### src/whcp_pkg.sv
`timescale 1ns / 1ps
`default_nettype none
package whcp_pkg;

   localparam int MaxDim    = 1024;
   localparam int PixelBits = 16;
   localparam int DimBits   = $clog2(MaxDim) + 1;
   localparam int CoordBits = $clog2(MaxDim);
   localparam int MarginBits = 8;

   typedef enum logic [1:0] {
      CsrFrameWidth  = 2'd0,
      CsrFrameHeight = 2'd1,
      CsrMargin      = 2'd2
   } csr_index_type;

   typedef struct packed {
      logic [15:0] pixel;
      logic        first_of_frame;
   } req_type;

   typedef struct packed {
      logic        found;
      logic [15:0] hot_value;
      logic [9:0]  hot_col;
      logic [9:0]  hot_row;
      logic [15:0] cold_value;
      logic [9:0]  cold_col;
      logic [9:0]  cold_row;
   } rsp_type;

   // per-pixel control from the counter stage to the trackers
   typedef struct packed {
      logic update;
      logic restart;
      logic in_window;
      logic last;
   } track_ctrl_type;

   // zero reads as one, anything above the largest frame as the largest frame
   function automatic logic [DimBits-1:0] clamp_dim(input logic [DimBits-1:0] v);
      logic [DimBits-1:0] r;
      r = v;
      if (v == '0) begin
         r = DimBits'(1);
      end else if (v > DimBits'(MaxDim)) begin
         r = DimBits'(MaxDim);
      end
      return r;
   endfunction

endpackage
`default_nettype wire

### src/whcp_tracker.sv
`timescale 1ns / 1ps
`default_nettype none
module whcp_tracker (
   input  wire logic                              clock,
   input  wire logic                              reset,
   input  wire whcp_pkg::track_ctrl_type          ctrl,
   input  wire logic [whcp_pkg::PixelBits-1:0]    pixel,
   input  wire logic [whcp_pkg::CoordBits-1:0]    col,
   input  wire logic [whcp_pkg::CoordBits-1:0]    row,
   output whcp_pkg::rsp_type                      result
);

   logic                              seen_ff, seen_in;
   logic [whcp_pkg::PixelBits-1:0]    max_value_ff, max_value_in;
   logic [whcp_pkg::CoordBits-1:0]    max_col_ff, max_col_in;
   logic [whcp_pkg::CoordBits-1:0]    max_row_ff, max_row_in;
   logic [whcp_pkg::PixelBits-1:0]    min_value_ff, min_value_in;
   logic [whcp_pkg::CoordBits-1:0]    min_col_ff, min_col_in;
   logic [whcp_pkg::CoordBits-1:0]    min_row_ff, min_row_in;

   logic                              eff_seen;
   logic                              hot_take;
   logic                              cold_take;
   logic                              nxt_seen;
   logic [whcp_pkg::PixelBits-1:0]    nxt_max_value;
   logic [whcp_pkg::CoordBits-1:0]    nxt_max_col;
   logic [whcp_pkg::CoordBits-1:0]    nxt_max_row;
   logic [whcp_pkg::PixelBits-1:0]    nxt_min_value;
   logic [whcp_pkg::CoordBits-1:0]    nxt_min_col;
   logic [whcp_pkg::CoordBits-1:0]    nxt_min_row;

   // a restart discards the old trackers; first window pixel seeds both
   always_comb begin
      eff_seen  = seen_ff && !ctrl.restart;
      hot_take  = ctrl.in_window && (!eff_seen || (pixel > max_value_ff));
      cold_take = ctrl.in_window && (!eff_seen || (pixel < min_value_ff));
      nxt_seen  = eff_seen || ctrl.in_window;

      nxt_max_value = hot_take  ? pixel : max_value_ff;
      nxt_max_col   = hot_take  ? col   : max_col_ff;
      nxt_max_row   = hot_take  ? row   : max_row_ff;
      nxt_min_value = cold_take ? pixel : min_value_ff;
      nxt_min_col   = cold_take ? col   : min_col_ff;
      nxt_min_row   = cold_take ? row   : min_row_ff;
   end

   always_comb begin
      result = '0;
      if (nxt_seen) begin
         result.found      = 1'b1;
         result.hot_value  = 16'(nxt_max_value);
         result.hot_col    = 10'(nxt_max_col);
         result.hot_row    = 10'(nxt_max_row);
         result.cold_value = 16'(nxt_min_value);
         result.cold_col   = 10'(nxt_min_col);
         result.cold_row   = 10'(nxt_min_row);
      end
   end

   always_comb begin
      seen_in      = seen_ff;
      max_value_in = max_value_ff;
      max_col_in   = max_col_ff;
      max_row_in   = max_row_ff;
      min_value_in = min_value_ff;
      min_col_in   = min_col_ff;
      min_row_in   = min_row_ff;
      if (ctrl.update) begin
         if (ctrl.last) begin
            seen_in      = 1'b0;
            max_value_in = '0;
            max_col_in   = '0;
            max_row_in   = '0;
            min_value_in = '1;
            min_col_in   = '0;
            min_row_in   = '0;
         end else begin
            seen_in      = nxt_seen;
            max_value_in = nxt_max_value;
            max_col_in   = nxt_max_col;
            max_row_in   = nxt_max_row;
            min_value_in = nxt_min_value;
            min_col_in   = nxt_min_col;
            min_row_in   = nxt_min_row;
         end
      end
   end

   always_ff @(posedge clock) begin
      if (reset) begin
         seen_ff      <= 1'b0;
         max_value_ff <= '0;
         max_col_ff   <= '0;
         max_row_ff   <= '0;
         min_value_ff <= '1;
         min_col_ff   <= '0;
         min_row_ff   <= '0;
      end else begin
         seen_ff      <= seen_in;
         max_value_ff <= max_value_in;
         max_col_ff   <= max_col_in;
         max_row_ff   <= max_row_in;
         min_value_ff <= min_value_in;
         min_col_ff   <= min_col_in;
         min_row_ff   <= min_row_in;
      end
   end

endmodule
`default_nettype wire

### src/window_hot_cold_pixel_finder_unit.sv
`timescale 1ns / 1ps
`default_nettype none
// a frame's last pixel is held in the input register, then its result is loaded into the result register
// and is transferred from there when rsp_ready is high
// throughput: one pixel per cycle, set by the single input register and result register
// the input only stalls when a frame's last pixel meets a result still waiting for rsp_ready
// reset (synchronous, active high) clears counters, trackers and valids and
// restores frame_width 256, frame_height 192, margin 20; no clearing pass
module window_hot_cold_pixel_finder_unit (
   input  wire logic              clock,
   input  wire logic              reset,
   input  wire logic              req_valid,
   output logic                   req_ready,
   input  wire whcp_pkg::req_type req_data,
   output logic                   rsp_valid,
   input  wire logic              rsp_ready,
   output whcp_pkg::rsp_type      rsp_data,
   input  wire logic              csr_valid,
   output logic                   csr_ready,
   input  wire logic [1:0]        csr_index,
   input  wire logic [10:0]       csr_data
);

   // configuration registers
   logic [whcp_pkg::DimBits-1:0]    frame_width_ff, frame_width_in;
   logic [whcp_pkg::DimBits-1:0]    frame_height_ff, frame_height_in;
   logic [whcp_pkg::MarginBits-1:0] margin_ff, margin_in;

   // input register
   logic                            s1_valid_ff, s1_valid_in;
   whcp_pkg::req_type               s1_data_ff, s1_data_in;

   // raster position
   logic [whcp_pkg::CoordBits-1:0]  col_ff, col_in;
   logic [whcp_pkg::CoordBits-1:0]  row_ff, row_in;

   // result register
   logic                            rsp_valid_ff, rsp_valid_in;
   whcp_pkg::rsp_type               rsp_data_ff, rsp_data_in;

   logic [whcp_pkg::DimBits-1:0]    width_eff;
   logic [whcp_pkg::DimBits-1:0]    height_eff;
   logic [whcp_pkg::CoordBits-1:0]  cur_col;
   logic [whcp_pkg::CoordBits-1:0]  cur_row;
   logic [whcp_pkg::DimBits-1:0]    margin_ext;
   logic                            in_window;
   logic                            row_end;
   logic                            last;
   logic                            advance;
   whcp_pkg::track_ctrl_type        track_ctrl;
   whcp_pkg::rsp_type               frame_result;

   assign csr_ready = 1'b1;

   // configuration writes; an index beyond the list is dropped
   always_comb begin
      frame_width_in  = frame_width_ff;
      frame_height_in = frame_height_ff;
      margin_in       = margin_ff;
      if (csr_valid && csr_ready) begin
         case (whcp_pkg::csr_index_type'(csr_index))
            whcp_pkg::CsrFrameWidth:  frame_width_in  = csr_data;
            whcp_pkg::CsrFrameHeight: frame_height_in = csr_data;
            whcp_pkg::CsrMargin:      margin_in       = csr_data[whcp_pkg::MarginBits-1:0];
            default:                  ;
         endcase
      end
   end

   // frame geometry for the pixel held in the input register
   always_comb begin
      width_eff  = whcp_pkg::clamp_dim(frame_width_ff);
      height_eff = whcp_pkg::clamp_dim(frame_height_ff);
      margin_ext = whcp_pkg::DimBits'(margin_ff);
      // first_of_frame forces the pixel to column 0, row 0
      cur_col = s1_data_ff.first_of_frame ? '0 : col_ff;
      cur_row = s1_data_ff.first_of_frame ? '0 : row_ff;
      // window test, sums kept one bit wider so nothing wraps
      in_window = ({1'b0, cur_col} >= margin_ext)
               && (({1'b0, cur_col} + margin_ext) < width_eff)
               && ({1'b0, cur_row} >= margin_ext)
               && (({1'b0, cur_row} + margin_ext) < height_eff);
      // >= so that a shrunk frame size still closes the row or frame
      row_end = ({1'b0, cur_col} + whcp_pkg::DimBits'(1)) >= width_eff;
      last    = row_end && (({1'b0, cur_row} + whcp_pkg::DimBits'(1)) >= height_eff);
   end

   // a held pixel moves on unless it closes a frame while a result is still waiting
   assign advance   = s1_valid_ff && (!last || !rsp_valid_ff || rsp_ready);
   assign req_ready = !s1_valid_ff || advance;

   always_comb begin
      s1_valid_in = s1_valid_ff;
      s1_data_in  = s1_data_ff;
      if (req_valid && req_ready) begin
         s1_valid_in = 1'b1;
         s1_data_in  = req_data;
      end else if (advance) begin
         s1_valid_in = 1'b0;
      end
   end

   // raster counters step on each pixel that moves on
   always_comb begin
      col_in = col_ff;
      row_in = row_ff;
      if (advance) begin
         if (last) begin
            col_in = '0;
            row_in = '0;
         end else if (row_end) begin
            col_in = '0;
            row_in = cur_row + whcp_pkg::CoordBits'(1);
         end else begin
            col_in = cur_col + whcp_pkg::CoordBits'(1);
            row_in = cur_row;
         end
      end
   end

   always_comb begin
      track_ctrl.update    = advance;
      track_ctrl.restart   = s1_data_ff.first_of_frame;
      track_ctrl.in_window = in_window;
      track_ctrl.last      = last;
   end

   whcp_tracker u_tracker (
      .clock  (clock),
      .reset  (reset),
      .ctrl   (track_ctrl),
      .pixel  (s1_data_ff.pixel[whcp_pkg::PixelBits-1:0]),
      .col    (cur_col),
      .row    (cur_row),
      .result (frame_result)
   );

   // result register: loaded at the frame's last pixel, emptied on transfer
   always_comb begin
      rsp_valid_in = rsp_valid_ff;
      rsp_data_in  = rsp_data_ff;
      if (advance && last) begin
         rsp_valid_in = 1'b1;
         rsp_data_in  = frame_result;
      end else if (rsp_ready) begin
         rsp_valid_in = 1'b0;
      end
   end

   assign rsp_valid = rsp_valid_ff;
   assign rsp_data  = rsp_data_ff;

   always_ff @(posedge clock) begin
      if (reset) begin
         frame_width_ff  <= whcp_pkg::DimBits'(256);
         frame_height_ff <= whcp_pkg::DimBits'(192);
         margin_ff       <= whcp_pkg::MarginBits'(20);
         s1_valid_ff     <= 1'b0;
         col_ff          <= '0;
         row_ff          <= '0;
         rsp_valid_ff    <= 1'b0;
      end else begin
         frame_width_ff  <= frame_width_in;
         frame_height_ff <= frame_height_in;
         margin_ff       <= margin_in;
         s1_valid_ff     <= s1_valid_in;
         col_ff          <= col_in;
         row_ff          <= row_in;
         rsp_valid_ff    <= rsp_valid_in;
      end
   end

   always_ff @(posedge clock) begin
      s1_data_ff  <= s1_data_in;
      rsp_data_ff <= rsp_data_in;
   end

`ifndef NO_ASSERTIONS
   // an empty window reports all-zero fields
   a_empty_zero: assert property (@(posedge clock) disable iff (reset)
      (rsp_valid_ff && !rsp_data_ff.found) |->
         (rsp_data_ff.hot_value == '0 && rsp_data_ff.cold_value == '0
          && rsp_data_ff.hot_col == '0 && rsp_data_ff.cold_row == '0))
      else $error("empty window result carries data");

   // the coldest value never exceeds the hottest
   a_cold_le_hot: assert property (@(posedge clock) disable iff (reset)
      (rsp_valid_ff && rsp_data_ff.found) |->
         (rsp_data_ff.cold_value <= rsp_data_ff.hot_value))
      else $error("cold value above hot value");

   // closing a frame returns the raster counters to the origin
   a_frame_wrap: assert property (@(posedge clock) disable iff (reset)
      (advance && last) |=> (col_ff == '0 && row_ff == '0))
      else $error("counters not cleared at frame end");

   // the input side only stalls on a held pixel that cannot move on
   a_stall_cause: assert property (@(posedge clock) disable iff (reset)
      !req_ready |-> (s1_valid_ff && last && rsp_valid_ff && !rsp_ready))
      else $error("input stalled without cause");
`endif

endmodule
`default_nettype wire

### config.mk
export PLATFORM = sky130hd
export DESIGN_NAME = window_hot_cold_pixel_finder_unit
export DESIGN_NICKNAME = d
export VERILOG_FILES = /design/src/whcp_pkg.sv /design/src/whcp_tracker.sv /design/src/window_hot_cold_pixel_finder_unit.sv
export SDC_FILE = /design/constraint.sdc
export NUM_CORES = 1
export LEC_CHECK = 0
export BUFFER_PORTS_ARGS = -buffer_cell sky130_fd_sc_hd__buf_2
export CAP_MARGIN = 15
export CELL_PAD_IN_SITES_DETAIL_PLACEMENT = 0
export CELL_PAD_IN_SITES_GLOBAL_PLACEMENT = 1
export CORE_MARGIN = 8
export CORE_UTILIZATION = 30
export CTS_BUF_LIST = sky130_fd_sc_hd__clkbuf_8 sky130_fd_sc_hd__clkbuf_16
export CTS_CLUSTER_SIZE = 40
export DETAILED_ROUTE_END_ITERATION = 6
export PLACE_DENSITY_LB_ADDON = 0.1
export SETUP_SLACK_MARGIN = 0.2
export SLEW_MARGIN = 5
export SYNTH_ARGS = -nofsm -noshare
export SYNTH_HDL_FRONTEND = slang
export SYNTH_SLANG_ARGS = --single-unit
### constraint.sdc
create_clock -name clock -period 10.45 [get_ports clock]
set_input_delay 1.5675 -clock clock [delete_from_list [all_inputs] [get_ports clock]]
set_output_delay 1.5675 -clock clock [all_outputs]
set_load 0.01 [all_outputs]
== After elaboration in Yosys (flattened, before gate mapping) ==
Index checks and enable logic that the tools add are counted.
Word-level totals
  latch bits: 0
  flip-flop bits (word level): 215
  output and inout port bits: 76
  RAM bits: 0
  input port bits: 35
  word-level logic and storage cells: 98
  memories: 0
  bits in read-only memories: 0
Operators by class
  mux-type cells: 28
  add/subtract/negate cells: 6
  bitwise gates (word level): 0
  $lt $le $gt $ge: 10
  shifts and indexed selects: 0
  reduce and logical (&&, ||, !) cells: 29
  multipliers: 0
  div/mod/pow operators: 0
  eq/ne operators: 2
Operator list (count)
  two-way mux 10 bit: 14
  two-way mux 73 bit: 1
  two-way mux 16 bit: 4
  two-way mux 11 bit: 4
  adder 10 x 1 -> 11 bit, second input constant: 2
  adder 10 x 8 -> 11 bit: 2
  >= comparator 11 bit: 2
  greater-than comparator 11 bit, second input constant: 2
  zero test 11 bit: 2
  < comparator 11 bit: 2
  adder 10 x 1 -> 10 bit, second input constant: 2
  >= comparator 10 x 8 -> 1 bit: 2
  greater-than comparator 16 bit: 1
  < comparator 16 bit: 1
  logical AND 1 bit: 10
  logical OR 1 bit: 6
  AND reduction 2 bit: 3
  zero test 1 bit: 5
  two-way mux 1 bit: 5
  nonzero test 2 bit: 2
  equality test 2 x 1 -> 1 bit, second input constant: 1
  equality test 2 bit, second input constant: 1
  zero test 2 bit: 1

== Depth between registers and ports, before layout ==
  depth after elaboration: 12
  mapped depth: 28

== By module ==
A second synthesis with hierarchy kept.
Second synthesis, totals
  cells, all modules: 1059
  area, all modules: 11412.2 um^2
Modules (own cells, without submodules)
  window_hot_cold_pixel_finder_unit: times used 1, sequential area each 3743.6 um^2, area an instance 7405.9 um^2, cells each 671
  whcp_tracker: times used 1, sequential area each 1461.4 um^2, area an instance 4006.3 um^2, cells each 388

== Worst setup path after synthesis ==
Ideal clock, no wire load.
  kind: flip-flop to flip-flop
  start point: register s1_data_ff[0] (netlist name)
  end point: register u_tracker.min_value_ff[10] (netlist name)
  stages on the path, launching flop included: 20
  data required time: 10.387 ns
  setup slack: 3.143 ns
  data arrival time: 7.244 ns
  clock period less this slack: 7.307 ns
  cell sequence: edfxtp_1 buf_2 clkbuf_1 nor2b_1 ha_1 nand3_1 nor2_1 and3_1 xor2_1 ha_1 a2111o_1 a21oi_1 a21oi_1 inv_1 nor3_1 nand2_1 nor2_1 nor2_1 clkbuf_1 nand3_1
On the way
  word-level cells in the longest chain between the ends: 9
  elaborated cells between the ends (all ways): 27
  classes of those cells: add/sub: 4; order compare: 6; mux: 4; reduce/logical: 13
RTL lines
  from (decl): RTL line window_hot_cold_pixel_finder_unit.sv:31  | whcp_pkg::req_type s1_data_ff, s1_data_in;
  from (signal assigned): RTL line window_hot_cold_pixel_finder_unit.sv:174  | s1_data_ff <= s1_data_in;
  two-way mux 10 bit: RTL line window_hot_cold_pixel_finder_unit.sv:76  | cur_col = s1_data_ff.first_of_frame ? '0 : col_ff;
  adder 10 x 8 -> 11 bit: RTL line window_hot_cold_pixel_finder_unit.sv:80  | && (({1'b0, cur_col} + margin_ext) < width_eff)
  < comparator 11 bit: RTL line window_hot_cold_pixel_finder_unit.sv:80
  logical AND 1 bit: RTL line window_hot_cold_pixel_finder_unit.sv:80
  logical AND 1 bit: RTL line window_hot_cold_pixel_finder_unit.sv:81  | && ({1'b0, cur_row} >= margin_ext)
  logical AND 1 bit: RTL line window_hot_cold_pixel_finder_unit.sv:82  | && (({1'b0, cur_row} + margin_ext) < height_eff);
  logical AND 1 bit: RTL line whcp_tracker.sv:36  | cold_take = ctrl.in_window && (!eff_seen || (pixel < min_value_ff));
  two-way mux 16 bit: RTL line whcp_tracker.sv:42  | nxt_min_value = cold_take ? pixel : min_value_ff;
  two-way mux 16 bit: RTL line whcp_tracker.sv:69  | if (ctrl.last) begin
  to (signal assigned): RTL line whcp_tracker.sv:103  | min_value_ff <= min_value_in;
  to (decl): RTL line whcp_tracker.sv:17  | logic [whcp_pkg::PixelBits-1:0] min_value_ff, min_value_in;
Parallel ways exist; a longest one is shown, timed or not.
A chain may end at the register's enable or synchronous reset.

== Final worst setup path ==
  start point: register s1_data_ff[0] (netlist name)
  end point: register u_tracker.max_col_ff[5] (netlist name)
On the way
  word-level cells in the longest chain between the ends: 9
  elaborated cells between the ends (all ways): 27
  classes of those cells: add/sub: 4; order compare: 6; mux: 4; reduce/logical: 13
RTL lines
  two-way mux 10 bit: RTL line window_hot_cold_pixel_finder_unit.sv:76
  adder 10 x 8 -> 11 bit: RTL line window_hot_cold_pixel_finder_unit.sv:80
  < comparator 11 bit: RTL line window_hot_cold_pixel_finder_unit.sv:80
  logical AND 1 bit: RTL line window_hot_cold_pixel_finder_unit.sv:80
  logical AND 1 bit: RTL line window_hot_cold_pixel_finder_unit.sv:81
  logical AND 1 bit: RTL line window_hot_cold_pixel_finder_unit.sv:82
  logical AND 1 bit: RTL line whcp_tracker.sv:35  | hot_take = ctrl.in_window && (!eff_seen || (pixel > max_value_ff));
  two-way mux 10 bit: RTL line whcp_tracker.sv:40  | nxt_max_col = hot_take ? col : max_col_ff;
  two-way mux 10 bit: RTL line whcp_tracker.sv:69
  to (signal assigned): RTL line whcp_tracker.sv:101  | max_col_ff <= max_col_in;
  to (decl): RTL line whcp_tracker.sv:15  | logic [whcp_pkg::CoordBits-1:0] max_col_ff, max_col_in;
Parallel ways exist; a longest one is shown, timed or not.

==> impl_metrics.sql <==
INSERT INTO impl_metrics (metric_group, metric, value, unit) VALUES
('placement', 'dp_hpwl', '25520', 'um'),
('layout', 'finish.utilization', '35.12', '%'),
('hold_path', 'hp-class', 'reg -> reg', ''),
('clock_tree', 'cts_resized', '0', ''),
('clock_tree', 'cts_num_sinks', '215', ''),
('power_and_ir_drop', 'totalPowerFinal', '0.001880', 'W'),
('routing', 'dr_total_vias', '8749', ''),
('critical_path', 'worst_ep_arrival_time', '7.73', 'ns'),
('critical_path', 'timing.critical_path.to_type', 'flop', ''),
('clock_tree', 'cts_hold_repair.buffers', '0', ''),
('grt', 'number_of_global_route_vias_before_repair', '9003', ''),
('grt', 'global_route.overflow_total', '0', ''),
('synth', 'synth_xor_area_share', '2.613', '%'),
('hold_path', 'timing.hold.worst_path_depth', '1', ''),
('sta', 'worst-slew-pin-transition', '1.140', 'ns'),
('sta', 'grt_setup_unrepaired', 'no', ''),
('synth', 'synth_largest_type_area_fraction', '23.72', '%'),
('clock_tree', 'tritoncts.num_buffers', '26', ''),
('synth', 'library_cell_occupying_the_most_area_in_the_post_synthesis_netlist', 'edfxtp_1', ''),
('grt', 'grt.total_usage', '15.65', '%'),
('synth', 'yosys_most_used_dff', 'dfxtp_1', ''),
('synth', 'postSynthCellCount', '1130', ''),
('clock_tree', 'clock_tree_from_tritoncts', 'done', ''),
('layout', 'diodes', '0', ''),
('clock_tree', 'cts_setup_buffers', '0', ''),
('critical_path', 'worst_reg_to_reg_setup_slack', '3.20', 'ns'),
('grt', 'first_pass_grt_wire_length', '55030', 'um'),
('critical_path', 'worst_ep_required_time', '10.93', 'ns'),
('synth', 'netlist_area', '11390', 'um2'),
('sta', 'finalClockSkew', '0.01539', 'ns'),
('routing', 'route.antenna.remaining_nets', '0', ''),
('sta', 'finalCriticalPeriod', '7.254', 'ns'),
('critical_path', 'critPathKind', 'reg -> reg', ''),
('layout', 'areaGrowthSynthToFinish', '15.81', '%'),
('synth', 'synth_simple_gate_area_share', '14.02', '%'),
('synth', 'proportion_of_synthesized_area_in_mux_cells', '1.406', '%'),
('synth', 'synth.yosys.seq_area_share', '45.68', '%'),
('layout', 'final_cell_count_no_fill', '1746', ''),
('layout', 'finalNetCount', '1347', ''),
('layout', 'layout-drive-gt1-share', '14.33', '%'),
('routing', 'drt_wl_cell', '20.17', 'um'),
('synth', 'synth-compound-area-share', '20.29', '%'),
('hold_path', 'hold-path-endpoint', 'u_tracker.min_col_ff[7]$_SDFFE_PP0P_', ''),
('routing', 'wirelength_met1', '17020', 'um'),
('hold_path', 'hold_start', 'u_tracker.min_col_ff[7]$_SDFFE_PP0P_', ''),
('clock_tree', 'max-clock-path-buffers', '3', ''),
('clock_tree', 'clock_insertion_delay_worst_skew', '0.54', 'ns'),
('critical_path', 'crit-reg2reg-capture', 'u_tracker.max_col_ff[5]$_SDFFE_PP0P_', ''),
('critical_path', 'path_max_fanout', '34', ''),
('synth', 'synthesis.area_per_instance', '10.08', 'um2'),
('critical_path', 'critPathMaxStageDelay', '0.71', 'ns'),
('synth', 'mapped_nets', '1262', ''),
('floorplanning', 'floorplan.die.height', '210.9', 'um'),
('clock_tree', 'clk_transition_reported_paths', '0.06', 'ns'),
('placement', 'buffer_ports.inserted', '109', ''),
('routing', 'drc_errors', '0', ''),
('critical_path', 'crit-reg2reg-launch', 's1_data_ff[0]$_DFFE_PP_', ''),
('sta', 'slew_viol_final', '0', ''),
('floorplanning', 'core.rowCount', '71', ''),
('synth', 'main_combinational_cell_family_by_area_after_synthesis', 'compound AO/OA/AOI/OAI gates', ''),
('synth', 'synth.top_cells.by_area', 'edfxtp_1 (24%), dfxtp_1 (22%), ha_1 (11%), a22o_1 (8.3%), nand2_1 (3.4%)', ''),
('critical_path', 'cp_startpoint_kind', 'flop', ''),
('power_and_ir_drop', 'p_leak', '5.560', 'nW'),
('floorplanning', 'core-area', '37580', 'um2'),
('synth', 'ys_ff_latch', '215', ''),
('routing', 'highest-signal-layer', 'met4', ''),
('critical_path', 'worst_r2r_path_depth', '24', ''),
('synth', 'yosysUniqueCellTypes', '73', ''),
('status', 'run_status', 'complete, no violations', ''),
('synth', 'postSynth.asyncResetShare', '0', '%'),
('synth', 'synth_edf_count', '90', '');
## sequential cells by signal (all words and copies together) (netlist names)
| register | count |
|---|---|
| rsp_data | 73 |
| s1_data_ff | 17 |
| u_tracker.max_value_ff | 16 |
| u_tracker.min_value_ff | 16 |
| frame_height_ff | 11 |
| frame_width_ff | 11 |
| col_ff | 10 |
| row_ff | 10 |
| u_tracker.max_col_ff | 10 |
| u_tracker.max_row_ff | 10 |
| u_tracker.min_col_ff | 10 |
| u_tracker.min_row_ff | 10 |
| margin_ff | 8 |
| rsp_valid | 1 |
| s1_valid_ff | 1 |
| u_tracker.seen_ff | 1 |
## critical path: cells and delay by family, from the launching register on
family / cells / cell delay [ns]
compound gates: 9 / 2.26
simple gates: 6 / 1.76
buf+inv: 5 / 1.70
fa+ha+maj: 3 / 0.98
flops: 1 / 0.33
xor+xnor: 1 / 0.10
## stage by stage
| stage | instance area, um2 | worst slack, ns |
|---|---|---|
| after floorplan | 11390 | 3.143 |
| after global placement | 12380 | 3.314 |
| after detailed placement | 12380 | 3.255 |
| after CTS | 13200 | 3.210 |
| after global routing | 13200 | 2.559 |
| final | 13200 | 3.196 |
## cells in the mapped netlist (3+ instances only)
library cell / n
a2111o_1: 3
a2111oi_0: 3
a211o_1: 3
a211oi_1: 7
a21o_1: 13
a21oi_1: 66
a221oi_1: 4
a22o_1: 108
a22oi_1: 4
a31oi_1: 3
a32o_1: 10
and3_1: 8
buf_1: 3
buf_2: 23
buf_6: 9
clkbuf_1: 28
dfxtp_1: 125
edfxtp_1: 90
ha_1: 96
inv_1: 59
mux2i_1: 16
nand2_1: 103
nand2b_1: 16
nand3_1: 62
nand3b_1: 6
nand4_1: 9
nor2_1: 71
nor2b_1: 24
nor3_1: 13
nor4_1: 4
o211ai_1: 5
o21ai_0: 26
o21ai_1: 6
o21bai_1: 5
o2bb2ai_1: 10
or2_0: 3
xnor2_1: 17
xor2_1: 17
## power by group
part | switching, W | internal, W | total (W) | leakage (nW)
clock network | 0.000357 | 0.000508 | 0.000865 | 0.422
logic | 0.0000778 | 0.0000403 | 0.000118 | 3.22
registers | 0.0000167 | 0.000880 | 0.000897 | 1.91
## layout by cell type (no fill, tap or decap), types with 62 or more instances in the layout
cell type / netlist / final
nand3_1: 62 / 62
ha_1: 96 / 96
inv_1: 59 / 65
dfxtp_1: 125 / 125
nor2_1: 71 / 70
buf_2: 23 / 109
a22o_1: 108 / 108
nand2_1: 103 / 103
edfxtp_1: 90 / 90
a21oi_1: 66 / 66
## worst max-delay path by stage
| stage | from | end | slack, ns | cells past startpoint |
|---|---|---|---|---|
| floorplan | s1_data_ff[0]$_DFFE_PP_ | u_tracker.min_value_ff[10]$_SDFFE_PP1P_ | 3.14 | 19 |
| global placement | s1_data_ff[0]$_DFFE_PP_ | u_tracker.max_col_ff[4]$_SDFFE_PP0P_ | 3.31 | 26 |
| detailed placement | s1_data_ff[0]$_DFFE_PP_ | u_tracker.max_col_ff[3]$_SDFFE_PP0P_ | 3.26 | 26 |
| CTS | s1_data_ff[0]$_DFFE_PP_ | u_tracker.max_col_ff[6]$_SDFFE_PP0P_ | 3.21 | 24 |
| global route | s1_data_ff[0]$_DFFE_PP_ | u_tracker.max_col_ff[6]$_SDFFE_PP0P_ | 2.56 | 26 |
| finish | s1_data_ff[0]$_DFFE_PP_ | u_tracker.max_col_ff[5]$_SDFFE_PP0P_ | 3.20 | 24 |
## layer usage
metal  vias to the layer above  GRT usage (%)
met5                         -              0
met4                         0          3.378
met3                        41          2.062
met2                       144          26.10
met1                      4221          21.39
li1                       4343              -
## cell type report
| cell class | count | area, um2 |
|---|---|---|
| timing repair buffer | 122 | 643.1 |
| clock inverter | 21 | 156.4 |
| sequential | 215 | 5205 |
| fill | 3819 | 24380 |
| inverter | 61 | 229.0 |
| multi-input combinational | 789 | 5659 |
| clock buffer | 27 | 664.4 |
| tap | 511 | 639.4 |
## cell families after synthesis
kind of cell / count (synthesis)
simple gates: 334
compound gates: 305
flops: 215
buf+inv: 126
fa+ha+maj: 99
xor+xnor: 34
mux: 16
other cells: 1
(Power assumes the default switching activity.)
